`src/hdl/rcd_pkg.sv`:
```
// ----------------------------------------------------------------------------
// rcd_pkg
// Shared widths, register indexes and reset key for the RSA CRT decrypt unit.
// ----------------------------------------------------------------------------
package rcd_pkg;

  localparam int PRIME_BITS = 32;
  localparam int MOD_BITS   = 2 * PRIME_BITS;
  localparam int CNT_W      = $clog2(MOD_BITS + 1);
  localparam int CFG_IDX_W  = 3;

  // configuration register indexes
  localparam logic [CFG_IDX_W-1:0] REG_PRIME_P    = 3'd0;
  localparam logic [CFG_IDX_W-1:0] REG_PRIME_Q    = 3'd1;
  localparam logic [CFG_IDX_W-1:0] REG_EXPONENT_P = 3'd2;
  localparam logic [CFG_IDX_W-1:0] REG_EXPONENT_Q = 3'd3;
  localparam logic [CFG_IDX_W-1:0] REG_Q_INVERSE  = 3'd4;
  localparam logic [CFG_IDX_W-1:0] REG_MODULUS    = 3'd5;

  localparam logic [PRIME_BITS-1:0] RST_PRIME_P    = PRIME_BITS'(61);
  localparam logic [PRIME_BITS-1:0] RST_PRIME_Q    = PRIME_BITS'(53);
  localparam logic [PRIME_BITS-1:0] RST_EXPONENT_P = PRIME_BITS'(53);
  localparam logic [PRIME_BITS-1:0] RST_EXPONENT_Q = PRIME_BITS'(49);
  localparam logic [PRIME_BITS-1:0] RST_Q_INVERSE  = PRIME_BITS'(38);
  localparam logic [MOD_BITS-1:0]   RST_MODULUS    = MOD_BITS'(3233);

endpackage

```
`src/hdl/rsa_crt_decrypt_unit.sv`:
```
// ----------------------------------------------------------------------------
// rsa_crt_decrypt_unit
// RSA decryption by the Chinese remainder method with Garner recombination.
// ----------------------------------------------------------------------------
// One word is processed at a time. All modular arithmetic runs through one
// bit-serial unit that takes one multiplier bit per cycle with a double
// compare-subtract, for modular multiplies and for reductions of 64-bit
// values. Each exponentiation reduces the ciphertext modulo its prime, then
// per exponent bit runs a check step, a multiply into the accumulator when
// the bit is set and a squaring, and ends with a check step once the
// exponent is zero. Recombination reduces m2 and the q inverse modulo p,
// multiplies m1 - m2 by that inverse and adds m2 to that product times q;
// the result then moves into the output register. A word whose ciphertext
// is not below the modulus, or a key with a zero prime, returns message 0
// with range_error set by way of S_DONE. The input side accepts a new word
// once the previous one has moved into the output register.
module rsa_crt_decrypt_unit (
  input  logic                              clk_i,
  input  logic                              rst_ni,
  input  logic                              in_valid_i,
  output logic                              in_ready_o,
  input  logic [rcd_pkg::MOD_BITS-1:0]      ciphertext_i,
  output logic                              out_valid_o,
  input  logic                              out_ready_i,
  output logic [rcd_pkg::MOD_BITS-1:0]      message_o,
  output logic                              range_error_o,
  input  logic                              cfg_valid_i,
  output logic                              cfg_ready_o,
  input  logic [rcd_pkg::CFG_IDX_W-1:0]     cfg_index_i,
  input  logic [rcd_pkg::MOD_BITS-1:0]      cfg_data_i
);
  import rcd_pkg::*;

  localparam int PB = PRIME_BITS;
  localparam int MB = MOD_BITS;

  localparam logic [3:0] S_IDLE   = 4'd0;
  localparam logic [3:0] S_RED_C  = 4'd1;
  localparam logic [3:0] S_EXP    = 4'd2;
  localparam logic [3:0] S_MUL_A  = 4'd3;
  localparam logic [3:0] S_MUL_S  = 4'd4;
  localparam logic [3:0] S_RED_M2 = 4'd5;
  localparam logic [3:0] S_RED_QI = 4'd6;
  localparam logic [3:0] S_MUL_H  = 4'd7;
  localparam logic [3:0] S_PROD   = 4'd8;
  localparam logic [3:0] S_DONE   = 4'd9;

  // key registers
  logic [PB-1:0] p_q, q_q, ep_q, eq_q, qinv_q;
  logic [MB-1:0] n_q;

  always_ff @(posedge clk_i or negedge rst_ni) begin
    if (!rst_ni) begin
      p_q    <= RST_PRIME_P;
      q_q    <= RST_PRIME_Q;
      ep_q   <= RST_EXPONENT_P;
      eq_q   <= RST_EXPONENT_Q;
      qinv_q <= RST_Q_INVERSE;
      n_q    <= RST_MODULUS;
    end else if (cfg_valid_i) begin
      unique case (cfg_index_i)
        REG_PRIME_P:    p_q    <= cfg_data_i[PB-1:0];
        REG_PRIME_Q:    q_q    <= cfg_data_i[PB-1:0];
        REG_EXPONENT_P: ep_q   <= cfg_data_i[PB-1:0];
        REG_EXPONENT_Q: eq_q   <= cfg_data_i[PB-1:0];
        REG_Q_INVERSE:  qinv_q <= cfg_data_i[PB-1:0];
        REG_MODULUS:    n_q    <= cfg_data_i;
        default: ;
      endcase
    end
  end

  assign cfg_ready_o = 1'b1;

  logic [3:0]       state_q, state_d;
  logic             sel_q, sel_d;        // 0: working mod p, 1: mod q
  logic [MB-1:0]    c_q, c_d;
  logic [MB-1:0]    x_q, x_d;            // serial operand, msb first
  logic [PB-1:0]    r_q, r_d;
  logic [PB-1:0]    b_q, b_d;
  logic [CNT_W-1:0] cnt_q, cnt_d;
  logic [PB-1:0]    acc_q, acc_d, sq_q, sq_d, e_q, e_d;
  logic [PB-1:0]    m1_q, m1_d, m2_q, m2_d, m2r_q, m2r_d;
  logic [MB-1:0]    prod_q, prod_d;
  logic             err_q, err_d;
  logic             out_valid_q, out_valid_d;
  logic [MB-1:0]    msg_q, msg_d;
  logic             rerr_q, rerr_d;

  // bit-serial modular step
  logic [PB-1:0] mod_w;
  logic          is_red, is_mul, xbit, last;
  logic [PB:0]   t0, t2;
  logic [PB-1:0] t1, t3, rn;
  logic [MB-1:0] prod_n;
  logic [PB:0]   diff_w;

  assign is_red = (state_q == S_RED_C) || (state_q == S_RED_M2) || (state_q == S_RED_QI);
  assign is_mul = (state_q == S_MUL_A) || (state_q == S_MUL_S) || (state_q == S_MUL_H);
  assign mod_w  = (sel_q && ((state_q == S_RED_C) || (state_q == S_MUL_A)
                  || (state_q == S_MUL_S))) ? q_q : p_q;
  assign xbit   = x_q[MB-1];
  assign last   = (cnt_q == CNT_W'(1));

  always_comb begin
    t0 = {r_q, is_red & xbit};
    t1 = (t0 >= {1'b0, mod_w}) ? PB'(t0 - {1'b0, mod_w}) : t0[PB-1:0];
    t2 = {1'b0, t1} + {1'b0, b_q};
    t3 = (t2 >= {1'b0, mod_w}) ? PB'(t2 - {1'b0, mod_w}) : t2[PB-1:0];
    rn = (is_mul && xbit) ? t3 : t1;
    prod_n = {prod_q[MB-2:0], 1'b0} + (xbit ? MB'(q_q) : '0);
    // m1 - m2r mod p, m1 < p
    diff_w = (m1_q >= m2r_q) ? ({1'b0, m1_q} - {1'b0, m2r_q})
                             : ({1'b0, m1_q} + {1'b0, p_q} - {1'b0, m2r_q});
  end

  assign in_ready_o = (state_q == S_IDLE);

  always_comb begin
    state_d     = state_q;
    sel_d       = sel_q;
    c_d         = c_q;
    x_d         = x_q;
    r_d         = r_q;
    b_d         = b_q;
    cnt_d       = cnt_q;
    acc_d       = acc_q;
    sq_d        = sq_q;
    e_d         = e_q;
    m1_d        = m1_q;
    m2_d        = m2_q;
    m2r_d       = m2r_q;
    prod_d      = prod_q;
    err_d       = err_q;
    out_valid_d = out_valid_q && !out_ready_i;
    msg_d       = msg_q;
    rerr_d      = rerr_q;

    if (is_mul || is_red) begin
      x_d   = {x_q[MB-2:0], 1'b0};
      r_d   = rn;
      cnt_d = cnt_q - CNT_W'(1);
    end

    unique case (state_q)
      S_IDLE: begin
        if (in_valid_i) begin
          c_d = ciphertext_i;
          if ((ciphertext_i >= n_q) || (p_q == '0) || (q_q == '0)) begin
            prod_d  = '0;
            err_d   = 1'b1;
            state_d = S_DONE;
          end else begin
            err_d   = 1'b0;
            sel_d   = 1'b0;
            x_d     = ciphertext_i;
            r_d     = '0;
            cnt_d   = CNT_W'(MB);
            state_d = S_RED_C;
          end
        end
      end
      S_RED_C: begin
        if (last) begin
          sq_d    = rn;
          acc_d   = (mod_w == PB'(1)) ? '0 : PB'(1);
          e_d     = sel_q ? eq_q : ep_q;
          state_d = S_EXP;
        end
      end
      S_EXP: begin
        r_d   = '0;
        cnt_d = CNT_W'(PB);
        b_d   = sq_q;
        if (e_q == '0) begin
          if (!sel_q) begin
            m1_d    = acc_q;
            sel_d   = 1'b1;
            x_d     = c_q;
            cnt_d   = CNT_W'(MB);
            state_d = S_RED_C;
          end else begin
            m2_d    = acc_q;
            x_d     = MB'(acc_q);
            b_d     = '0;
            cnt_d   = CNT_W'(MB);
            state_d = S_RED_M2;
          end
        end else if (e_q[0]) begin
          x_d     = {acc_q, {(MB-PB){1'b0}}};
          state_d = S_MUL_A;
        end else begin
          x_d     = {sq_q, {(MB-PB){1'b0}}};
          state_d = S_MUL_S;
        end
      end
      S_MUL_A: begin
        if (last) begin
          acc_d   = rn;
          x_d     = {sq_q, {(MB-PB){1'b0}}};
          b_d     = sq_q;
          r_d     = '0;
          cnt_d   = CNT_W'(PB);
          state_d = S_MUL_S;
        end
      end
      S_MUL_S: begin
        if (last) begin
          sq_d    = rn;
          e_d     = e_q >> 1;
          state_d = S_EXP;
        end
      end
      S_RED_M2: begin
        if (last) begin
          m2r_d   = rn;
          x_d     = MB'(qinv_q);
          r_d     = '0;
          cnt_d   = CNT_W'(MB);
          state_d = S_RED_QI;
        end
      end
      S_RED_QI: begin
        if (last) begin
          x_d     = {rn, {(MB-PB){1'b0}}};
          b_d     = diff_w[PB-1:0];
          r_d     = '0;
          cnt_d   = CNT_W'(PB);
          state_d = S_MUL_H;
        end
      end
      S_MUL_H: begin
        if (last) begin
          x_d     = {rn, {(MB-PB){1'b0}}};
          prod_d  = '0;
          cnt_d   = CNT_W'(PB);
          state_d = S_PROD;
        end
      end
      S_PROD: begin
        x_d    = {x_q[MB-2:0], 1'b0};
        cnt_d  = cnt_q - CNT_W'(1);
        prod_d = prod_n;
        if (last) begin
          prod_d  = prod_n + MB'(m2_q);
          state_d = S_DONE;
        end
      end
      S_DONE: begin
        if (!out_valid_q || out_ready_i) begin
          out_valid_d = 1'b1;
          msg_d       = prod_q;
          rerr_d      = err_q;
          state_d     = S_IDLE;
        end
      end
      default: state_d = S_IDLE;
    endcase
  end

  always_ff @(posedge clk_i or negedge rst_ni) begin
    if (!rst_ni) begin
      state_q     <= S_IDLE;
      out_valid_q <= 1'b0;
    end else begin
      state_q     <= state_d;
      out_valid_q <= out_valid_d;
    end
  end

  always_ff @(posedge clk_i) begin
    sel_q  <= sel_d;
    c_q    <= c_d;
    x_q    <= x_d;
    r_q    <= r_d;
    b_q    <= b_d;
    cnt_q  <= cnt_d;
    acc_q  <= acc_d;
    sq_q   <= sq_d;
    e_q    <= e_d;
    m1_q   <= m1_d;
    m2_q   <= m2_d;
    m2r_q  <= m2r_d;
    prod_q <= prod_d;
    err_q  <= err_d;
    msg_q  <= msg_d;
    rerr_q <= rerr_d;
  end

  assign out_valid_o   = out_valid_q;
  assign message_o     = msg_q;
  assign range_error_o = rerr_q;

endmodule

```
`config.mk`:
```
export PLATFORM = sky130hd
export DESIGN_NAME = rsa_crt_decrypt_unit
export DESIGN_NICKNAME = d
export VERILOG_FILES = /design/src/hdl/rcd_pkg.sv /design/src/hdl/rsa_crt_decrypt_unit.sv
export SDC_FILE = /design/constraint.sdc
export NUM_CORES = 2
export LEC_CHECK = 0
export ABC_AREA = 1
export BUFFER_PORTS_ARGS = -buffer_cell sky130_fd_sc_hd__buf_2
export CORE_ASPECT_RATIO = 0.9
export CORE_MARGIN = 10
export CORE_UTILIZATION = 40
export CTS_CLUSTER_DIAMETER = 30
export CTS_CLUSTER_SIZE = 16
export DETAILED_ROUTE_END_ITERATION = 6
export GPL_TIMING_DRIVEN = 0
export SETUP_SLACK_MARGIN = 0.02
export SYNTH_ARGS = -nofsm -noshare
export SYNTH_HDL_FRONTEND = slang
export SYNTH_SLANG_ARGS = --single-unit
```
`constraint.sdc`:
```
create_clock -name clk_i -period 8.1 [get_ports clk_i]
set_clock_uncertainty 0.15 [all_clocks]
set_input_delay 1.215 -clock clk_i [delete_from_list [all_inputs] [get_ports clk_i]]
set_output_delay 1.215 -clock clk_i [all_outputs]
set_load 0.005 [all_outputs]
```
==> metrics.md <==
| Metric | Value |
|---|---|
| Hold Violations, Final | 0 |
| Post-synthesis sequential area ratio | 39.7% |
| Worst path bufs/invs | 10 |
| Synth top area share | 24.5% |
| Top area cells in the synthesized netlist | edfxtp_1, nand2_1, dfrtp_1, ha_1, inv_1 |
| H-tree levels | 4 |
| Placed Area | 54,900 um^2 |
| CP Launch Type | flip-flop |
| PortBufs | 202 |
| Syn avg cell area | 7.62 um^2 |
| Critical path type | flip-flop to flip-flop |
| Starting Density | 40.4% |
| CP max stage cell | edfxtp_1 |
| Hold buffers post-CTS | 0 |
| Setup violations, final | 0 |
| Mapped cell area | 51,400 um^2 |
| Largest net degree at the start of global routing | 90 |
| Post-synth EDFFs | 419 |
| Die Y | 360 um |
| Fin. max-slew vios | 0 |
| Core Area | 127,000 um^2 |
| Critical Path AT | 8.55 ns |
| Syn Inst Count | 6,745 |
| Vias | 52,631 |
| FF-to-FF path depth | 47 |
| Crit end category | flip-flop |
| Antenna-violating nets left | 0 |
| Pre-CTS WS | -3.02 ns |
| Measured slew at the worst slew-check pin | 1.40 ns |
| Routed length per placed instance | 28.5 um |
| DRC violations left | 3 |
| GRT Overall Usage | 34.8% |
| CTS max path bufs | 3 |
| Synth warnings | 0 |
| First-pass GRT wire length | 359,000 um |
| Total CTS buffers | 186 |
| Layout cell share with drive strength beyond 1 | 15.0% |
| R2R Path Start | sel_q$_DFFE_PP_ |
| Outcome | finished with violations |
| GPL Wtd Cong | 1.05 |
| Root Buffer | clkbuf_16 |
| CTS clk-pin slew, worst paths | 0.05 ns |
| Most common cell in the netlist | nand2_1 |
| Async S/R FF share, synth | 30.5% |
| Area leader, netlist | edfxtp_1 |
| Reg2reg setup slack | 0.11 ns |
| Failing checks | design-rule violations |
| Hold Crit Class | input port to async pin |
| Synthesized Nets | 7,205 |
| Drt initial violations | 6,292 |
| Worst-Skew Late Latency | 0.83 ns |
| Routed Wire Length | 260,000 um |
| Final min period | 7.99 ns |
| Final period util | 98.7% |
| Design area | 64,500 um^2 |
| Vias in the first global route | 49,265 |
| Post-DP HPWL | 205,000 um |
| Number of top-level pins | 204 |
| Worst Path Max Fanout | 10 |
| Hold WS | 0.185 ns |
| Synth unique cells | 70 |
| Remaining global-route overflow | 0 |
| Slew HR | 5.85% |
| Seq cells post-synth | 751 |
| Detailed Routing Iterations Pass 1 | 7 |
| Sink Count | 751 |
| Initial antenna violation count | 25 |
| Die Area | 143,000 um^2 |
| Slowest stage delay, CP | 0.58 ns |
| Die Wd | 398 um |
| RR Endpoint | x_q[58]$_DFF_P_ |
| Highest achievable clock rate | 125 MHz |
| Synthesis-to-layout area growth | 25.4% |
| Post-synth top flop | edfxtp_1 |
| Commonest cells post-synth | nand2_1, inv_1, o21ai_0 |
| Vias/cell | 5.76 |
| Num rows | 124 |
| TritonCTS clock tree | built |
| NumNets Final | 7,721 |
| CP top delay family | simple AND/OR/NAND/NOR gates |
| Final WS setup | 0.107 ns |
| Req. time, crit path | 8.65 ns |
| Max-cap viol count | 0 |
-- kinds of logic after synthesis --
kind of cell,count (synthesis),synth area share [%]
simple gates,2832,23.2
compound gates,1453,16.0
buf+inv,1153,8.62
flops,751,39.7
fa+ha+maj,324,8.43
xor+xnor,198,3.40
mux,33,0.643
other cells,1,0.00729
-- sequential cells by signal, summed over array words and instances, names as in the netlist, 4 cells and up --
register	flops
acc_q	32
b_q	32
c_q	64
cnt_q	7
e_q	32
ep_q	32
eq_q	32
m1_q	32
m2_q	32
m2r_q	32
message_o	64
n_q	64
p_q	32
prod_q	64
q_q	32
qinv_q	32
r_q	32
sq_q	32
state_q	4
x_q	64
-- worst max path at each step --
stage                                       from                       to  slack [ns]  depth (start not counted)
after floorplan           state_q[3]$_DFFE_PN0P_  acc_q[23]$_SDFFCE_PN0P_        1.25                         45
after CTS                 state_q[0]$_DFFE_PN0P_          r_q[22]$_DFF_P_        0.02                         55
after global placement    state_q[3]$_DFFE_PN0P_          r_q[26]$_DFF_P_       -3.52                         45
after detailed placement  state_q[3]$_DFFE_PN0P_          r_q[26]$_DFF_P_       -3.02                         45
after global routing      state_q[2]$_DFFE_PN0P_          r_q[24]$_DFF_P_       -0.01                         50
final                            sel_q$_DFFE_PP_          x_q[58]$_DFF_P_        0.11                         47
-- cell type report --
type | count | area (um^2)
timing repair buffer | 326 | 2240
inverter | 924 | 3490
buffer | 229 | 1130
antenna | 12 | 30.0
multi-input combinational | 4843 | 28600
fill | 12459 | 62900
sequential | 751 | 20400
clock buffer | 230 | 4930
clock inverter | 119 | 1480
tap | 1701 | 2130
-- timing repair --
| action | 4_1_cts | 5_1_grt |
|---|---|---|
| cloned | 2 | 4 |
| setup buffers | 40 | 62 |
| setup endpoints to repair | 160 | 160 |
| pin swaps | 47 | 60 |
| resized for setup | 284 | 198 |
-- per-layer routing --
metal  GRT usage [%]  up-vias  wire [um]
met4            18.6       22      16100
met1            46.0    25240     107000
met5           0.236        -        308
li1                -    23715          -
met2            50.9     2940     109000
met3            9.98      714      27700
-- stage by stage --
stage	cells	TNS, ns	util, %
after floorplan	6745	0	-
after global placement	8648	-602.66	42.8
after detailed placement	8666	-424.44	43.1
after CTS	9057	0	49.5
after global routing	9125	-0.0256	50.6
final	9135	0	50.6
-- placed cells by master (no fill, tap or decap), types with 24 or more instances in the layout --
cell type / synthesis / final
clkinvlp_4: 0 / 24
buf_4: 11 / 109
clkbuf_1: 178 / 203
o21ai_0: 568 / 522
xnor2_1: 72 / 70
a31oi_1: 129 / 123
a221oi_1: 24 / 24
o21a_1: 31 / 30
edfxtp_1: 419 / 419
nor2_2: 9 / 25
a22oi_1: 38 / 38
inv_2: 21 / 27
ha_4: 0 / 48
inv_1: 897 / 887
ha_1: 287 / 231
nand3b_1: 32 / 32
dfxtp_1: 103 / 103
clkinv_2: 0 / 25
o211ai_1: 38 / 38
dfstp_2: 24 / 24
a21o_1: 30 / 30
xor2_1: 124 / 113
a21oi_1: 477 / 452
fa_1: 37 / 36
nand3_1: 365 / 331
nor2_1: 529 / 504
nand2_2: 20 / 58
buf_2: 20 / 220
nor4_1: 41 / 38
nand3_2: 6 / 31
mux2i_1: 33 / 32
dfrtp_1: 205 / 204
nand2_1: 1627 / 1571
nand4_1: 56 / 56
o21bai_1: 27 / 25
nor3_1: 59 / 56
o21ai_1: 17 / 29
clkbuf_16: 0 / 190
o21ai_4: 0 / 29
or2_2: 36 / 36
Power is left out: the tool's default activity adds up to more than one toggle a clock period on the data nets, which glitch-free logic cannot reach.
